$ cat config.mk
export PLATFORM = sky130hd
export DESIGN_NAME = beam_top_k_keeper_top
export DESIGN_NICKNAME = d
export VERILOG_FILES = /design/src/design/btk_pkg.sv /design/src/design/btk_fifo.sv /design/src/design/btk_engine.sv /design/src/design/beam_top_k_keeper_top.sv
export SDC_FILE = /design/constraint.sdc
export NUM_CORES = 1
export LEC_CHECK = 0
export BUFFER_PORTS_ARGS = -buffer_cell sky130_fd_sc_hd__buf_2
export CAP_MARGIN = 10
export CELL_PAD_IN_SITES_DETAIL_PLACEMENT = 2
export CELL_PAD_IN_SITES_GLOBAL_PLACEMENT = 2
export CORE_MARGIN = 4
export CORE_UTILIZATION = 40
export DETAILED_ROUTE_END_ITERATION = 10
export PLACE_DENSITY = 0.73
export SETUP_SLACK_MARGIN = 0.1
export SLEW_MARGIN = 20
export SYNTH_ARGS = -nofsm -noshare
export SYNTH_HDL_FRONTEND = slang
export SYNTH_SLANG_ARGS = --single-unit
export TNS_END_PERCENT = 1
$ cat constraint.sdc
create_clock -name clk_i -period 12.1 [get_ports clk_i]
set_input_delay 1.815 -clock clk_i [delete_from_list [all_inputs] [get_ports clk_i]]
set_output_delay 1.815 -clock clk_i [all_outputs]
set_load 0.02 [all_outputs]
$ cat src/design/btk_pkg.sv
package btk_pkg;

  localparam int unsigned BETA_DEF  = 4;
  localparam int unsigned QDEPTH    = 2;
  localparam int unsigned CFG_IDX_W = 4;

  localparam logic [CFG_IDX_W-1:0] REG_TIE_BAND = CFG_IDX_W'(0);
  localparam logic [CFG_IDX_W-1:0] REG_UTIL_TOL = CFG_IDX_W'(1);

  localparam logic [15:0] TIE_BAND_RST = 16'd33;
  localparam logic [15:0] UTIL_TOL_RST = 16'd3;

  localparam logic OP_OFFER  = 1'b0;
  localparam logic OP_FINISH = 1'b1;

  typedef struct packed {
    logic [15:0] tie_band;
    logic [15:0] util_tol;
  } cfg_t;

  typedef struct packed {
    logic        operation;
    logic [15:0] id;
    logic [15:0] score;
    logic [15:0] util;
    logic [9:0]  pieces;
  } item_t;

  typedef struct packed {
    logic        accepted;
    logic [3:0]  slot;
    logic        entry_valid;
    logic [15:0] id;
    logic [15:0] score;
    logic [9:0]  pieces;
    logic        last;
  } res_t;

  // handshake between engine and a queue
  typedef struct packed {
    logic avail;
    logic full;
  } qstat_t;

endpackage

$ cat src/design/btk_fifo.sv
module btk_fifo import btk_pkg::*; #(
  parameter int unsigned WIDTH = 8,
  parameter int unsigned DEPTH = QDEPTH
) (
  input  logic             clk_i,
  input  logic             rst_ni,
  input  logic             push_i,
  input  logic [WIDTH-1:0] wdata_i,
  input  logic             pop_i,
  output logic [WIDTH-1:0] rdata_o,
  output qstat_t           stat_o
);

  localparam int unsigned PW = (DEPTH > 1) ? $clog2(DEPTH) : 1;
  localparam int unsigned CW = $clog2(DEPTH + 1);

  logic [WIDTH-1:0] mem_q [DEPTH];
  logic [PW-1:0]    wr_q, wr_d, rd_q, rd_d;
  logic [CW-1:0]    cnt_q, cnt_d;
  logic             do_push, do_pop;

  assign stat_o.full  = (cnt_q == CW'(DEPTH));
  assign stat_o.avail = (cnt_q != '0);
  assign do_push      = push_i && !stat_o.full;
  assign do_pop       = pop_i && stat_o.avail;
  assign rdata_o      = mem_q[rd_q];

  always_comb begin
    wr_d  = wr_q;
    rd_d  = rd_q;
    cnt_d = cnt_q;
    if (do_push) begin
      wr_d = (wr_q == PW'(DEPTH - 1)) ? '0 : wr_q + 1'b1;
    end
    if (do_pop) begin
      rd_d = (rd_q == PW'(DEPTH - 1)) ? '0 : rd_q + 1'b1;
    end
    if (do_push && !do_pop) begin
      cnt_d = cnt_q + 1'b1;
    end else if (do_pop && !do_push) begin
      cnt_d = cnt_q - 1'b1;
    end
  end

  always_ff @(posedge clk_i or negedge rst_ni) begin
    if (!rst_ni) begin
      wr_q  <= '0;
      rd_q  <= '0;
      cnt_q <= '0;
    end else begin
      wr_q  <= wr_d;
      rd_q  <= rd_d;
      cnt_q <= cnt_d;
    end
  end

  always_ff @(posedge clk_i) begin
    if (do_push) begin
      mem_q[wr_q] <= wdata_i;
    end
  end

endmodule

$ cat src/design/btk_engine.sv
module btk_engine import btk_pkg::*; #(
  parameter int unsigned BETA = BETA_DEF
) (
  input  logic   clk_i,
  input  logic   rst_ni,
  input  cfg_t   cfg_i,
  input  item_t  item_i,
  input  qstat_t in_stat_i,
  output logic   item_pop_o,
  input  qstat_t res_stat_i,
  output res_t   res_o,
  output logic   res_push_o
);

  localparam int unsigned CW = $clog2(BETA + 1);
  localparam int unsigned IW = (BETA > 1) ? $clog2(BETA) : 1;

  typedef enum logic [2:0] {
    ST_IDLE   = 3'b001,
    ST_INSERT = 3'b010,
    ST_EMIT   = 3'b100
  } state_e;

  state_e state_q, state_d;

  logic [15:0] score_q  [BETA];
  logic [15:0] util_q   [BETA];
  logic [15:0] id_q     [BETA];
  logic [9:0]  pieces_q [BETA];
  logic [CW-1:0] cnt_q, cnt_d;
  logic [IW-1:0] k_q, k_d;

  // candidate held between decision and insert
  item_t         cand_q, cand_d;
  logic          ins_q, ins_d;
  logic [CW-1:0] pos_q, pos_d;

  logic [16:0]   s17, sb, ub, band17;
  logic [IW-1:0] widx, pidx;
  logic [15:0]   ws, wu;
  logic          acc;
  logic [CW-1:0] pos;
  logic [BETA-1:0] pass;

  assign band17 = {1'b0, cfg_i.tie_band};
  assign s17    = {1'b0, item_i.score};
  assign sb     = s17 + band17;
  assign ub     = {1'b0, item_i.util} + {1'b0, cfg_i.util_tol};
  assign widx   = IW'(cnt_q - 1'b1);
  assign ws     = score_q[widx];
  assign wu     = util_q[widx];
  assign pidx   = IW'(pos_q);

  // acceptance test: accept while the list has room, else test against the worst kept entry
  always_comb begin
    acc = 1'b0;
    if (cnt_q == '0 || cnt_q < CW'(BETA)) begin
      acc = 1'b1;
    end else if (s17 >= ({1'b0, ws} + band17)) begin
      acc = 1'b1;
    end else if (sb >= {1'b0, ws} && ub > {1'b0, wu}) begin
      acc = 1'b1;
    end
  end

  // entries the candidate sorts behind; first miss is the slot
  always_comb begin
    for (int i = 0; i < BETA; i++) begin
      pass[i] = (sb <= {1'b0, score_q[i]}) ||
                ((s17 <= ({1'b0, score_q[i]} + band17)) && (item_i.util < util_q[i]));
    end
    pos = cnt_q;
    for (int i = BETA - 1; i >= 0; i--) begin
      if (CW'(i) < cnt_q && !pass[i]) begin
        pos = CW'(i);
      end
    end
  end

  always_comb begin
    state_d    = state_q;
    cnt_d      = cnt_q;
    k_d        = k_q;
    cand_d     = cand_q;
    ins_d      = ins_q;
    pos_d      = pos_q;
    item_pop_o = 1'b0;
    res_push_o = 1'b0;
    res_o      = '0;
    case (state_q)
      ST_IDLE: begin
        if (in_stat_i.avail) begin
          item_pop_o = 1'b1;
          if (item_i.operation == OP_FINISH) begin
            k_d     = '0;
            state_d = ST_EMIT;
          end else begin
            cand_d  = item_i;
            // sorting past the end of a full list is a reject
            ins_d   = acc && (pos < CW'(BETA));
            pos_d   = (acc && (pos < CW'(BETA))) ? pos : '0;
            state_d = ST_INSERT;
          end
        end
      end
      ST_INSERT: begin
        res_o.accepted = ins_q;
        res_o.slot     = 4'(pos_q);
        res_o.last     = 1'b1;
        if (!res_stat_i.full) begin
          res_push_o = 1'b1;
          if (ins_q && cnt_q < CW'(BETA)) begin
            cnt_d = cnt_q + 1'b1;
          end
          state_d = ST_IDLE;
        end
      end
      ST_EMIT: begin
        res_o.last = 1'b1;
        if (cnt_q != '0) begin
          res_o.slot        = 4'(k_q);
          res_o.entry_valid = 1'b1;
          res_o.id          = id_q[k_q];
          res_o.score       = score_q[k_q];
          res_o.pieces      = pieces_q[k_q];
          res_o.last        = (CW'(k_q) + 1'b1 == cnt_q);
        end
        if (!res_stat_i.full) begin
          res_push_o = 1'b1;
          if (res_o.last) begin
            cnt_d   = '0;
            state_d = ST_IDLE;
          end else begin
            k_d = k_q + 1'b1;
          end
        end
      end
      default: begin
        state_d = ST_IDLE;
      end
    endcase
  end

  always_ff @(posedge clk_i or negedge rst_ni) begin
    if (!rst_ni) begin
      state_q <= ST_IDLE;
      cnt_q   <= '0;
    end else begin
      state_q <= state_d;
      cnt_q   <= cnt_d;
    end
  end

  always_ff @(posedge clk_i) begin
    k_q    <= k_d;
    cand_q <= cand_d;
    ins_q  <= ins_d;
    pos_q  <= pos_d;
  end

  // shift the tail down one place, then drop the candidate in
  always_ff @(posedge clk_i) begin
    if (state_q == ST_INSERT && !res_stat_i.full && ins_q) begin
      for (int i = 1; i < BETA; i++) begin
        if (CW'(i) > pos_q && (cnt_q == CW'(BETA) || CW'(i) <= cnt_q)) begin
          score_q[i]  <= score_q[i-1];
          util_q[i]   <= util_q[i-1];
          id_q[i]     <= id_q[i-1];
          pieces_q[i] <= pieces_q[i-1];
        end
      end
      score_q[pidx]  <= cand_q.score;
      util_q[pidx]   <= cand_q.util;
      id_q[pidx]     <= cand_q.id;
      pieces_q[pidx] <= cand_q.pieces;
    end
  end

endmodule

$ cat src/design/beam_top_k_keeper_top.sv
// Path: an offer's result reaches the outputs via the input queue, then decide, then insert.
// Offers: the list engine takes a new offer only once the decide/insert sequence of the last is done;
//   a finish streams the kept list, one emitted entry per cycle while the result queue has room.
// Front and back queues hold 2 items each, so push and pop stall independently.
// Reset (rst_ni low, async): queues and kept list empty, tie_band=33, util_tolerance=3.
module beam_top_k_keeper_top import btk_pkg::*; #(
  parameter int unsigned BETA = BETA_DEF
) (
  input  logic                 clk_i,
  input  logic                 rst_ni,
  // config write channel
  input  logic                 cfg_valid_i,
  output logic                 cfg_ready_o,
  input  logic [CFG_IDX_W-1:0] cfg_index_i,
  input  logic [15:0]          cfg_data_i,
  // candidate / finish input queue
  input  logic                 push,
  output logic                 full,
  input  logic                 operation_i,
  input  logic [15:0]          cand_id_i,
  input  logic [15:0]          cand_score_i,
  input  logic [15:0]          cand_util_i,
  input  logic [9:0]           cand_pieces_i,
  // result queue
  output logic                 empty,
  input  logic                 pop,
  output logic                 accepted_o,
  output logic [3:0]           slot_o,
  output logic                 entry_valid_o,
  output logic [15:0]          kept_id_o,
  output logic [15:0]          kept_score_o,
  output logic [9:0]           kept_pieces_o,
  output logic                 last_o
);

  cfg_t   cfg_q, cfg_d;
  item_t  in_item, eng_item;
  res_t   eng_res, out_res;
  qstat_t in_stat, res_stat;
  logic   eng_pop, eng_push;

  // Config registers: always ready; unknown indexes are ignored.
  assign cfg_ready_o = 1'b1;

  always_comb begin
    cfg_d = cfg_q;
    if (cfg_valid_i) begin
      case (cfg_index_i)
        REG_TIE_BAND: cfg_d.tie_band = cfg_data_i;
        REG_UTIL_TOL: cfg_d.util_tol = cfg_data_i;
        default:      cfg_d = cfg_q;
      endcase
    end
  end

  always_ff @(posedge clk_i or negedge rst_ni) begin
    if (!rst_ni) begin
      cfg_q.tie_band <= TIE_BAND_RST;
      cfg_q.util_tol <= UTIL_TOL_RST;
    end else begin
      cfg_q <= cfg_d;
    end
  end

  // Front: input queue takes a transfer whenever it has room.
  assign in_item.operation = operation_i;
  assign in_item.id        = cand_id_i;
  assign in_item.score     = cand_score_i;
  assign in_item.util      = cand_util_i;
  assign in_item.pieces    = cand_pieces_i;

  btk_fifo #(
    .WIDTH($bits(item_t)),
    .DEPTH(QDEPTH)
  ) u_in_q (
    .clk_i  (clk_i),
    .rst_ni (rst_ni),
    .push_i (push),
    .wdata_i(in_item),
    .pop_i  (eng_pop),
    .rdata_o(eng_item),
    .stat_o (in_stat)
  );

  assign full = in_stat.full;

  // Back: list engine decides, inserts, or streams the kept list out.
  btk_engine #(
    .BETA(BETA)
  ) u_engine (
    .clk_i     (clk_i),
    .rst_ni    (rst_ni),
    .cfg_i     (cfg_q),
    .item_i    (eng_item),
    .in_stat_i (in_stat),
    .item_pop_o(eng_pop),
    .res_stat_i(res_stat),
    .res_o     (eng_res),
    .res_push_o(eng_push)
  );

  // Result queue decouples the engine from the consumer.
  btk_fifo #(
    .WIDTH($bits(res_t)),
    .DEPTH(QDEPTH)
  ) u_res_q (
    .clk_i  (clk_i),
    .rst_ni (rst_ni),
    .push_i (eng_push),
    .wdata_i(eng_res),
    .pop_i  (pop),
    .rdata_o(out_res),
    .stat_o (res_stat)
  );

  assign empty         = !res_stat.avail;
  assign accepted_o    = out_res.accepted;
  assign slot_o        = out_res.slot;
  assign entry_valid_o = out_res.entry_valid;
  assign kept_id_o     = out_res.id;
  assign kept_score_o  = out_res.score;
  assign kept_pieces_o = out_res.pieces;
  assign last_o        = out_res.last;

endmodule
==> results.yml, run 1 <==
run_status:
  status: "finished clean"
critical_path:
  r2r_start: "u_in_q.rd_q"
  rr_endpoint: "u_engine.pos_q[0]"
  required_ns: 12.48
  rr_worst_depth: 21
  cp_max_fo: 28
  rrSetupSlack_ns: 5.55
  arrival_ns: 6.94
  end_kind: "flop"
  critPathKind: "reg2reg"
  critPathLaunchType: "flop"
sta:
  finClkSkew_ns: 0.0204
  worst_pin_slew_ns: 1.16
  hold_viol: 0
  setup-violations-final: 0
  rsz0062_at_grt: "no"
  slew-limit-headroom: 0.229
  final-max-slew-violation-count: 0
  period_share: 0.541
  min_period_ns: 6.55
  fmax_mhz: 153
  tns_ns: 0
global_route:
  antenna_found_initial: 5
  globalRouteOverflowTotal: 0
  grt_pass1_vias: 25700
  grt_max_degree: 57
  grtUsageMet2: 0.487
  grt_pass1_wl_mm: 174
  grtUsageMet1: 0.324
  globalRouteMet3Util: 0.0365
  grt.total_usage: 0.269
  busiest_layer: "met2"
logic_synthesis:
  yosys_warnings: 0
  syn_avg_cell_area_sq_um: 13.0
  synth_flop_cell: "edfxtp_1"
  yosysUniqueCellTypes: 86
  async_flop_share: 0.0824
  synth_cells: 2549
  synth_area_sq_um: 33200
  seq_area_frac_synth: 0.498
  synth_edf_count: 510
  ys_ff_latch: 558
power:
  leakagePower_nw: 14.9
  cellPowerDensity_nw_per_um2: 264
  ir_worst_vdd_mv: 0.131
detailed_routing:
  vias: 22700
  wl_per_cell_microns: 30.9
  firstDrtPassIters: 5
  finalWirelength_mm: 118
  ant_nets: 0
  remaining_drc_errors: 0
  via_per_inst: 5.91
  drt_iter0_markers: 1325
layout:
  drive_above_1_share: 0.243
  stdcell_count: 3835
  layout_common_cells: "510 x edfxtp_1, 353 x ha_1, 279 x mux2_2, 207 x inv_1, 133 x buf_2"
  final_common_cell: "edfxtp_1"
  nets: 3154
  syn2layout_area_growth_pct: 12.6
clock_tree:
  clock_latency_ns: 0.65
  ctsHtreeMaxLevel: 2
  post_cts_buffers: 0
  cts-resized-gates: 0
  clock_sinks: 558
  clk_pin_slew_worst_paths_ns: 0.06
  cts-root-buf: "clkbuf_16"
  cts_buffers: 61
  cts_tree: "yes"
  clockBufferDepth: 3
  cts_hold_buf: 0
floorplan:
  die_w_microns: 296
  rows: 105
  fp.dieH_microns: 296
  die_area_sq_um: 87600
  io_pins: 136
  start_util: 0.404
  coreArea_sq_um: 82100
min_path:
  min_path_type: "reg2reg"
  hp-start: "u_engine.cand_q[40]"
  hold_depth: 0
  whs_endpoint: "u_engine.score_q[0][14]"
place:
  dpl.hpwl_mm: 85.0
  numPortBuffers: 133
  dpl.cell_count: 3715
  gp_congestion: 0.903
run:
  drv_cap: 0
## final cells by class
type | count | area [sq um]
inverter | 209 | 785
antenna | 3 | 7.51
timing repair buffer | 159 | 873
tap | 1070 | 1340
fill | 7964 | 44700
multi-input combinational | 1720 | 15700
clock inverter | 45 | 513
clock buffer | 71 | 1630
sequential | 558 | 16500
## registers in the layout (all words and copies together), names as in the netlist, 3 cells and up, named ones only
name               flops
cfg_q                 32
u_engine.state_q       3
u_engine.cand_q       58
u_in_q.mem_q         118
u_engine.score_q      64
u_engine.pieces_q     40
u_engine.pos_q         3
u_engine.cnt_q         3
u_engine.util_q       64
u_res_q.mem_q         96
u_engine.id_q         64
## stage by stage
step / cell area (sq um) / hold slack (ns) / setup WS, ns / power, mW / util
2_1_floorplan: 33200 / 0.456 / 4.34 / 6.03 / -
3_3_place_gp: 35200 / 0.473 / 5.79 / 7.54 / 0.429
3_5_place_dp: 35200 / 0.493 / 5.56 / 7.83 / 0.429
4_1_cts: 37300 / 0.506 / 5.49 / 9.91 / 0.455
5_1_grt: 37400 / 0.528 / 5.01 / 10.5 / 0.455
6_report: 37400 / 0.512 / 5.55 / 9.86 / 0.455
## critical path, stage by stage, from the launching register on
cell	delay, ns
dfrtp_4	0.79
mux2i_1	0.89
inv_1	0.18
ha_1	0.26
a21o_1	0.18
a21oi_1	0.21
o21bai_1	0.13
a21oi_1	0.24
o21bai_1	0.17
a2111oi_2	0.60
o31ai_1	0.14
a21oi_1	0.19
xnor2_1	0.29
ha_1	0.42
nand2_1	0.05
or3_1	0.37
nor3_1	0.21
nand2_1	0.08
a21boi_1	0.26
o22ai_1	0.19
o211ai_2	0.29
a22oi_1	0.13
## cell families (layout without fill, tap and decap cells)
group,Yosys count,count (layout),share of synthesized area
AOI/OAI and AO/OA,466,466,0.0948
xor gates and xnor gates,102,102,0.0269
adders and majority gates,361,361,0.138
buffers and inverters,272,484,0.0314
DFF,558,558,0.498
muxes,358,358,0.147
other,2,6,0.000226
and+or+nand+nor,430,430,0.0648
## power breakdown
group | switching [mW] | internal, mW
combinational | 3.08 | 1.98
clock | 0.835 | 1.16
sequential | 0.286 | 2.51
total | 4.20 | 5.66
## cells in the mapped netlist (10+ instances only)
master / number / share of area
a21oi_1: 116 / 0.017
and2_1: 47 / 0.0089
a211oi_1: 19 / 0.0043
nor3_1: 28 / 0.0042
mux4_2: 74 / 0.050
nand3_1: 41 / 0.0062
nor2_1: 94 / 0.011
nand2_1: 98 / 0.011
a31oi_1: 13 / 0.0025
inv_1: 208 / 0.024
nor2b_1: 24 / 0.0045
nand2b_1: 21 / 0.0040
edfxtp_1: 510 / 0.46
nand4_1: 40 / 0.0075
buf_1: 19 / 0.0021
mux2_2: 279 / 0.095
clkbuf_1: 32 / 0.0036
a21o_1: 65 / 0.015
o21bai_1: 20 / 0.0045
ha_1: 354 / 0.13
o21ai_0: 94 / 0.014
dfrtp_1: 41 / 0.031
xnor2_1: 57 / 0.015
o21ai_1: 10 / 0.0015
o211ai_1: 17 / 0.0038
xor2_1: 45 / 0.012
o21a_1: 19 / 0.0043
## worst max path at each step
stage	from	to	slack, ns	cells after the start
2_1_floorplan	u_engine.cnt_q[0]	u_engine.id_q[2][0]	4.34	6
3_3_place_gp	u_in_q.rd_q	u_engine.pos_q[0]	5.79	21
3_5_place_dp	u_in_q.rd_q	u_engine.pos_q[0]	5.56	21
4_1_cts	u_in_q.rd_q	u_engine.pos_q[1]	5.49	21
5_1_grt	u_in_q.rd_q	u_engine.pos_q[0]	5.01	21
6_report	u_in_q.rd_q	u_engine.pos_q[0]	5.55	21
## metal layers
metal | up-vias | routed length (microns)
met4 | 2 | 5220
met5 | - | 13
met2 | 522 | 60500
met1 | 11900 | 48200
li1 | 10000 | -
met3 | 205 | 4410
Note: power is estimated with default switching activity, not from simulation.
==> run 2, diff against run 1 <==
--- a/config.mk
+++ b/config.mk
@@ -12,7 +12,7 @@
 export CORE_MARGIN = 4
 export CORE_UTILIZATION = 40
 export DETAILED_ROUTE_END_ITERATION = 10
-export PLACE_DENSITY = 0.73
+export PLACE_DENSITY = 0.75
 export SETUP_SLACK_MARGIN = 0.1
 export SLEW_MARGIN = 20
 export SYNTH_ARGS = -nofsm -noshare
==> constraint.sdc (replaced) <==
create_clock -name clk_i -period 5.42 [get_ports clk_i]
set_input_delay 0.813 -clock clk_i [delete_from_list [all_inputs] [get_ports clk_i]]
set_output_delay 0.813 -clock clk_i [all_outputs]
set_load 0.02 [all_outputs]
==> results.yml, run 2 (same netlist as run 1, synthesis figures left out) <==
run_status:
  status: "finished clean"
sta:
  setup-violations-final: 0
  rsz0062_at_grt: "yes"
  finClkSkew_ns: 0.0315
  slew-limit-headroom: 0.281
  worst_pin_slew_ns: 1.08
  min_period_ns: 5.41
  hold_viol: 0
  period_share: 0.998
  final-max-slew-violation-count: 0
  fmax_mhz: 185
power:
  ir_worst_vdd_mv: 0.281
  cellPowerDensity_nw_per_um2: 598
  leakagePower_nw: 15.4
  totalPowerFinal_mw: 23.0
layout:
  n_fill_cell: 7975
  nets: 3254
  final_common_cell: "edfxtp_1"
  drive_above_1_share: 0.273
  reg.largest.list: "u_in_q.mem_q x118, u_res_q.mem_q x96"
  final_area_sq_um: 38400
  regMostFlops: "u_in_q.mem_q"
  antenna_cells: 0
  syn2layout_area_growth_pct: 15.7
  largest_reg_flops: 118
  layout_common_cells: "510 x edfxtp_1, 351 x ha_1, 279 x mux2_2, 206 x inv_1, 133 x buf_2"
global_route:
  globalRouteMet3Util: 0.0321
  grt.total_usage: 0.276
  grt_max_degree: 64
  grt_pass1_vias: 26300
  grtUsageMet1: 0.332
  grt_pass1_wl_mm: 177
  globalRouteOverflowTotal: 0
  grtUsageMet2: 0.502
  antenna_found_initial: 2
  busiest_layer: "met2"
critical_path:
  slowest_stage: "dfstp_2"
  cp_max_fo: 7
  critPathLaunchType: "flop"
  r2r_start: "cfg_q[16]"
  cp_cell_sequence: "ha_1 > fa_1 > a211oi_2 > o21a_1 > o31ai_1 > a41o_1 > o21ai_0 > nand2_1 > xnor2_1 > ha_1 > nand2_1 > nor4_1 > buf_4 > o21ai_0 > a31oi_1 > a21oi_1 > nor3b_1 > nor3_1 > a211oi_2"
  max_stage_delay_ns: 0.75
  arrival_ns: 5.85
  rr_endpoint: "u_engine.pos_q[1]"
  required_ns: 5.86
  end_kind: "flop"
  rr_worst_depth: 19
  rrSetupSlack_ns: 0.009
  critPathKind: "reg2reg"
floorplan:
  rows: 105
  start_util: 0.404
  io_pins: 136
  fp.dieH_microns: 296
  die_area_sq_um: 87600
  coreArea_sq_um: 82100
  die_w_microns: 296
clock_tree:
  ctsHtreeMaxLevel: 3
  clock_sinks: 558
  clock_latency_ns: 0.62
  cts_tree: "yes"
  clockBufferDepth: 3
  cts_buffers: 66
  cts-root-buf: "clkbuf_16"
  clk_pin_slew_worst_paths_ns: 0.06
place:
  dpl.hpwl_mm: 89.6
  numPortBuffers: 133
  gp_congestion: 0.935
  place_area_sq_um: 36000
detailed_routing:
  vias: 23400
  via_per_inst: 5.95
  drt_iter0_markers: 1510
  finalWirelength_mm: 122
  ant_nets: 0
  remaining_drc_errors: 0
  wl_per_cell_microns: 31.1
  firstDrtPassIters: 8
run:
  drv_cap: 0
min_path:
  min_path_type: "in2async"
run 2: critical path, delay by kind of cell (launching register included):
kind	cells	cell delay, ns
AOI/OAI and AO/OA	9	2.29
and+or+nand+nor	5	1.05
adders and majority gates	3	0.85
DFF	1	0.75
buffers and inverters	1	0.19
xor gates and xnor gates	1	0.08
run 2: final cells by class:
cell class,instances,area [sq um],area share
clock buffer,84,1760,0.0458
clock inverter,36,394,0.0103
inverter,209,785,0.0204
tap,1070,1340,0.0349
sequential,558,16500,0.430
multi-input combinational,1720,15900,0.414
timing repair buffer,254,1710,0.0446
run 2: layer usage:
metal | wire [microns] | vias up
met5 | 27 | -
met2 | 62800 | 623
met4 | 5650 | 4
met1 | 49000 | 12300
met3 | 4670 | 260
li1 | - | 10200
run 2: worst max-delay path by stage:
stage / startpoint / endpoint / slack, ns / cells past startpoint
2_1_floorplan: u_engine.cnt_q[0] / u_engine.pos_q[0] / -1.47 / 25
3_3_place_gp: u_engine.cnt_q[0] / u_engine.pos_q[0] / -0.09 / 21
3_5_place_dp: u_engine.cnt_q[0] / u_engine.pos_q[0] / -0.32 / 21
4_1_cts: u_engine.cnt_q[0] / u_engine.ins_q / 0.1 / 22
5_1_grt: u_in_q.rd_q / u_engine.ins_q / -0.12 / 24
6_report: cfg_q[16] / u_engine.pos_q[1] / 0.009 / 19
run 2: what timing repair did:
action	4_1_cts	5_1_grt
pin swaps	12	7
buffers inserted	4	3
resized for setup	17	21
setup endpoints to repair	3	3
hold buffers	0	0
run 2: power by group:
part	internal [mW]	total (mW)	switching [mW]
logic	5.05	12.2	7.12
registers	5.61	6.31	0.705
clock network	2.57	4.49	1.92
total	13.2	23.0	9.75
run 2: per-stage QoR:
| step | cells | util | hold WS, ns | TNS [ns] | setup slack, ns |
|---|---|---|---|---|---|
| 2_1_floorplan | 2550 | - | 0.456 | -16.10 | -1.47 |
| 3_3_place_gp | 3801 | 0.438 | 0.469 | -0.180 | -0.0900 |
| 3_5_place_dp | 3802 | 0.438 | 0.493 | -0.846 | -0.324 |
| 4_1_cts | 3926 | 0.466 | 0.315 | 0 | 0.0977 |
| 5_1_grt | 3931 | 0.468 | 0.341 | -0.288 | -0.115 |
| 6_report | 3931 | 0.468 | 0.336 | 0 | 0.00886 |
==> run 3, diff against run 2 <==
==> constraint.sdc (replaced) <==
create_clock -name clk_i -period 5.42 [get_ports clk_i]
set_input_delay 0.813 -clock clk_i [delete_from_list [all_inputs] [get_ports clk_i]]
set_output_delay 0.813 -clock clk_i [all_outputs]
set_load 0.1 [all_outputs]
==> results.yml, run 3 (same netlist as run 1, synthesis figures left out) <==
floorplan:
  die_w_microns: 296
  die_area_sq_um: 87600
  coreArea_sq_um: 82100
  rows: 105
  fp.dieH_microns: 296
  start_util: 0.404
  io_pins: 136
sta:
  period_share: 0.990
  worst_pin_slew_ns: 1.09
  hold_viol: 0
  holdWs_ns: 0.310
  slew-limit-headroom: 0.275
  rsz0062_at_grt: "yes"
  finClkSkew_ns: 0.0457
  worst_slack_ns: 0.0554
  setup-violations-final: 0
  fmax_mhz: 186
  min_period_ns: 5.36
  tns_ns: 0
  final-max-slew-violation-count: 0
place:
  dpl.hpwl_mm: 89.1
  gp_congestion: 0.932
  post-place-ws_ns: -0.427
  numPortBuffers: 133
  dpl.cell_count: 3802
layout:
  syn2layout_area_growth_pct: 16.0
  stdcell_count: 3938
  layout_common_cells: "510 x edfxtp_1, 352 x ha_1, 279 x mux2_2, 206 x inv_1, 133 x buf_2"
  final_util: 0.469
  nets: 3257
  reg.largest.list: "u_in_q.mem_q x118, u_res_q.mem_q x96"
  drive_above_1_share: 0.276
  seq_area_sq_um: 16500
  multi_input_area_sq_um: 15900
  largest_reg_flops: 118
  n_fill_cell: 7997
  final_common_cell: "edfxtp_1"
  regMostFlops: "u_in_q.mem_q"
clock_tree:
  cts_tree: "yes"
  cts_buffers: 69
  ctsHtreeMaxLevel: 3
  clockBufferDepth: 3
  cts-root-buf: "clkbuf_16"
  clk_pin_slew_worst_paths_ns: 0.06
  clock_latency_ns: 0.64
  clock_sinks: 558
detailed_routing:
  finalWirelength_mm: 123
  wl_per_cell_microns: 31.2
  vias: 23400
  top_layer_used: "met4"
  remaining_drc_errors: 0
  firstDrtPassIters: 5
  wl_met2_mm: 61.9
  drt_iter0_markers: 1428
  ant_nets: 0
  wl_met3_mm: 5.57
  via_per_inst: 5.95
  wl_met1_mm: 48.6
global_route:
  grt_max_degree: 64
  grt_pass1_wl_mm: 178
  antenna_found_initial: 0
  grt.total_usage: 0.278
  grt_pass1_vias: 26200
  globalRouteOverflowTotal: 0
power:
  cellPowerDensity_nw_per_um2: 625
  leakagePower_nw: 15.4
  ir_worst_vdd_mv: 0.307
critical_path:
  arrival_ns: 5.73
  end_kind: "flop"
  critPathKind: "reg2reg"
  cp_max_fo: 4
  required_ns: 5.79
  critPathLaunchType: "flop"
run:
  drv_cap: 0
run_status:
  status: "finished clean"
min_path:
  min_path_type: "in2async"
## run 3: cell count changes in the layout (fill, tap and decap cells not counted), moves of 2 or more
cell / change
clkbuf_1: -4
mux2i_2: +2
mux2i_1: -2
a2111oi_1: -2
clkinvlp_4: -2
clkinv_4: -2
clkinv_8: -2
clkinv_2: +7
clkinv_1: +3
a2111oi_0: +2
clkbuf_16: +3
## run 3: repair_timing
| item | in CTS | in global routing |
|---|---|---|
| resized for setup | 18 | 21 |
| pin swaps | 10 | 7 |
| hold buffers | 0 | 0 |
| endpoints found under the setup margin | 3 | 3 |
| buffers inserted | 3 | 4 |
## run 3: report_power, final
| group | total [mW] | leakage (nW) | switching (mW) | internal (mW) |
|---|---|---|---|---|
| logic | 13.1 | 9.09 | 8.03 | 5.05 |
| registers | 6.33 | 5.24 | 0.722 | 5.61 |
| clock network | 4.65 | 1.10 | 2.01 | 2.63 |
| total | 24.1 | 15.4 | 10.8 | 13.3 |
## run 3: path summary, 6_finish.rpt
| check | cells after the start | slack, ns | endpoint | start |
|---|---|---|---|---|
| hold reg to reg | 0 | 0.50 | u_engine.util_q[0][9] | u_engine.cand_q[19] |
| setup reg to reg | 20 | 0.06 | u_engine.pos_q[0] | u_engine.cnt_q[0] |
| setup / recovery | 20 | 0.06 | u_engine.pos_q[0] | u_engine.cnt_q[0] |
| hold / removal | 2 | 0.31 | cfg_q[10] | rst_ni |
| max in group asynchronous | 2 | 4.50 | u_in_q.rd_q | rst_ni |
| min in group clk_i | 1 | 0.36 | u_in_q.mem_q[0][30] | cand_score_i[4] |
## run 3: layout make-up
| type | count | area share |
|---|---|---|
| antenna | 1 | 0.0000650 |
| clock buffer | 84 | 0.0476 |
| clock inverter | 42 | 0.0105 |
| inverter | 209 | 0.0204 |
| multi-input combinational | 1720 | 0.413 |
| sequential | 558 | 0.429 |
| tap | 1070 | 0.0348 |
| timing repair buffer | 254 | 0.0441 |
## run 3: stage by stage
| stage | cell area [sq um] | power [mW] |
|---|---|---|
| final | 38500 | 24.1 |
| after global placement | 35900 | 18.1 |
| after global routing | 38500 | 25.4 |
| after detailed placement | 36000 | 18.9 |
| after floorplan | 33200 | 14.3 |
| after CTS | 38300 | 23.9 |
## run 3: metal layers
metal  GRT usage  vias to the layer above
met3      0.0392                      264
met5           0                        -
met2       0.492                      656
met1       0.334                    12200
met4       0.132                        0
li1            -                    10300
## run 3: worst max-delay path, cell delays in order, from the launching register on
cell       delay [ns]
dfrtp_2          0.38
buf_4            0.16
mux4_2           0.56
ha_4             0.19
fa_2             0.36
a211o_1          0.36
a2111oi_4        0.40
o211ai_2         0.14
a41oi_2          0.22
xnor2_1          0.12
ha_1             0.32
a211o_1          0.28
a21oi_2          0.14
o21ai_2          0.10
a2111oi_4        0.23
o31ai_2          0.14
a311oi_2         0.42
buf_4            0.20
o32ai_4          0.11
o211ai_2         0.12
a22oi_1          0.12
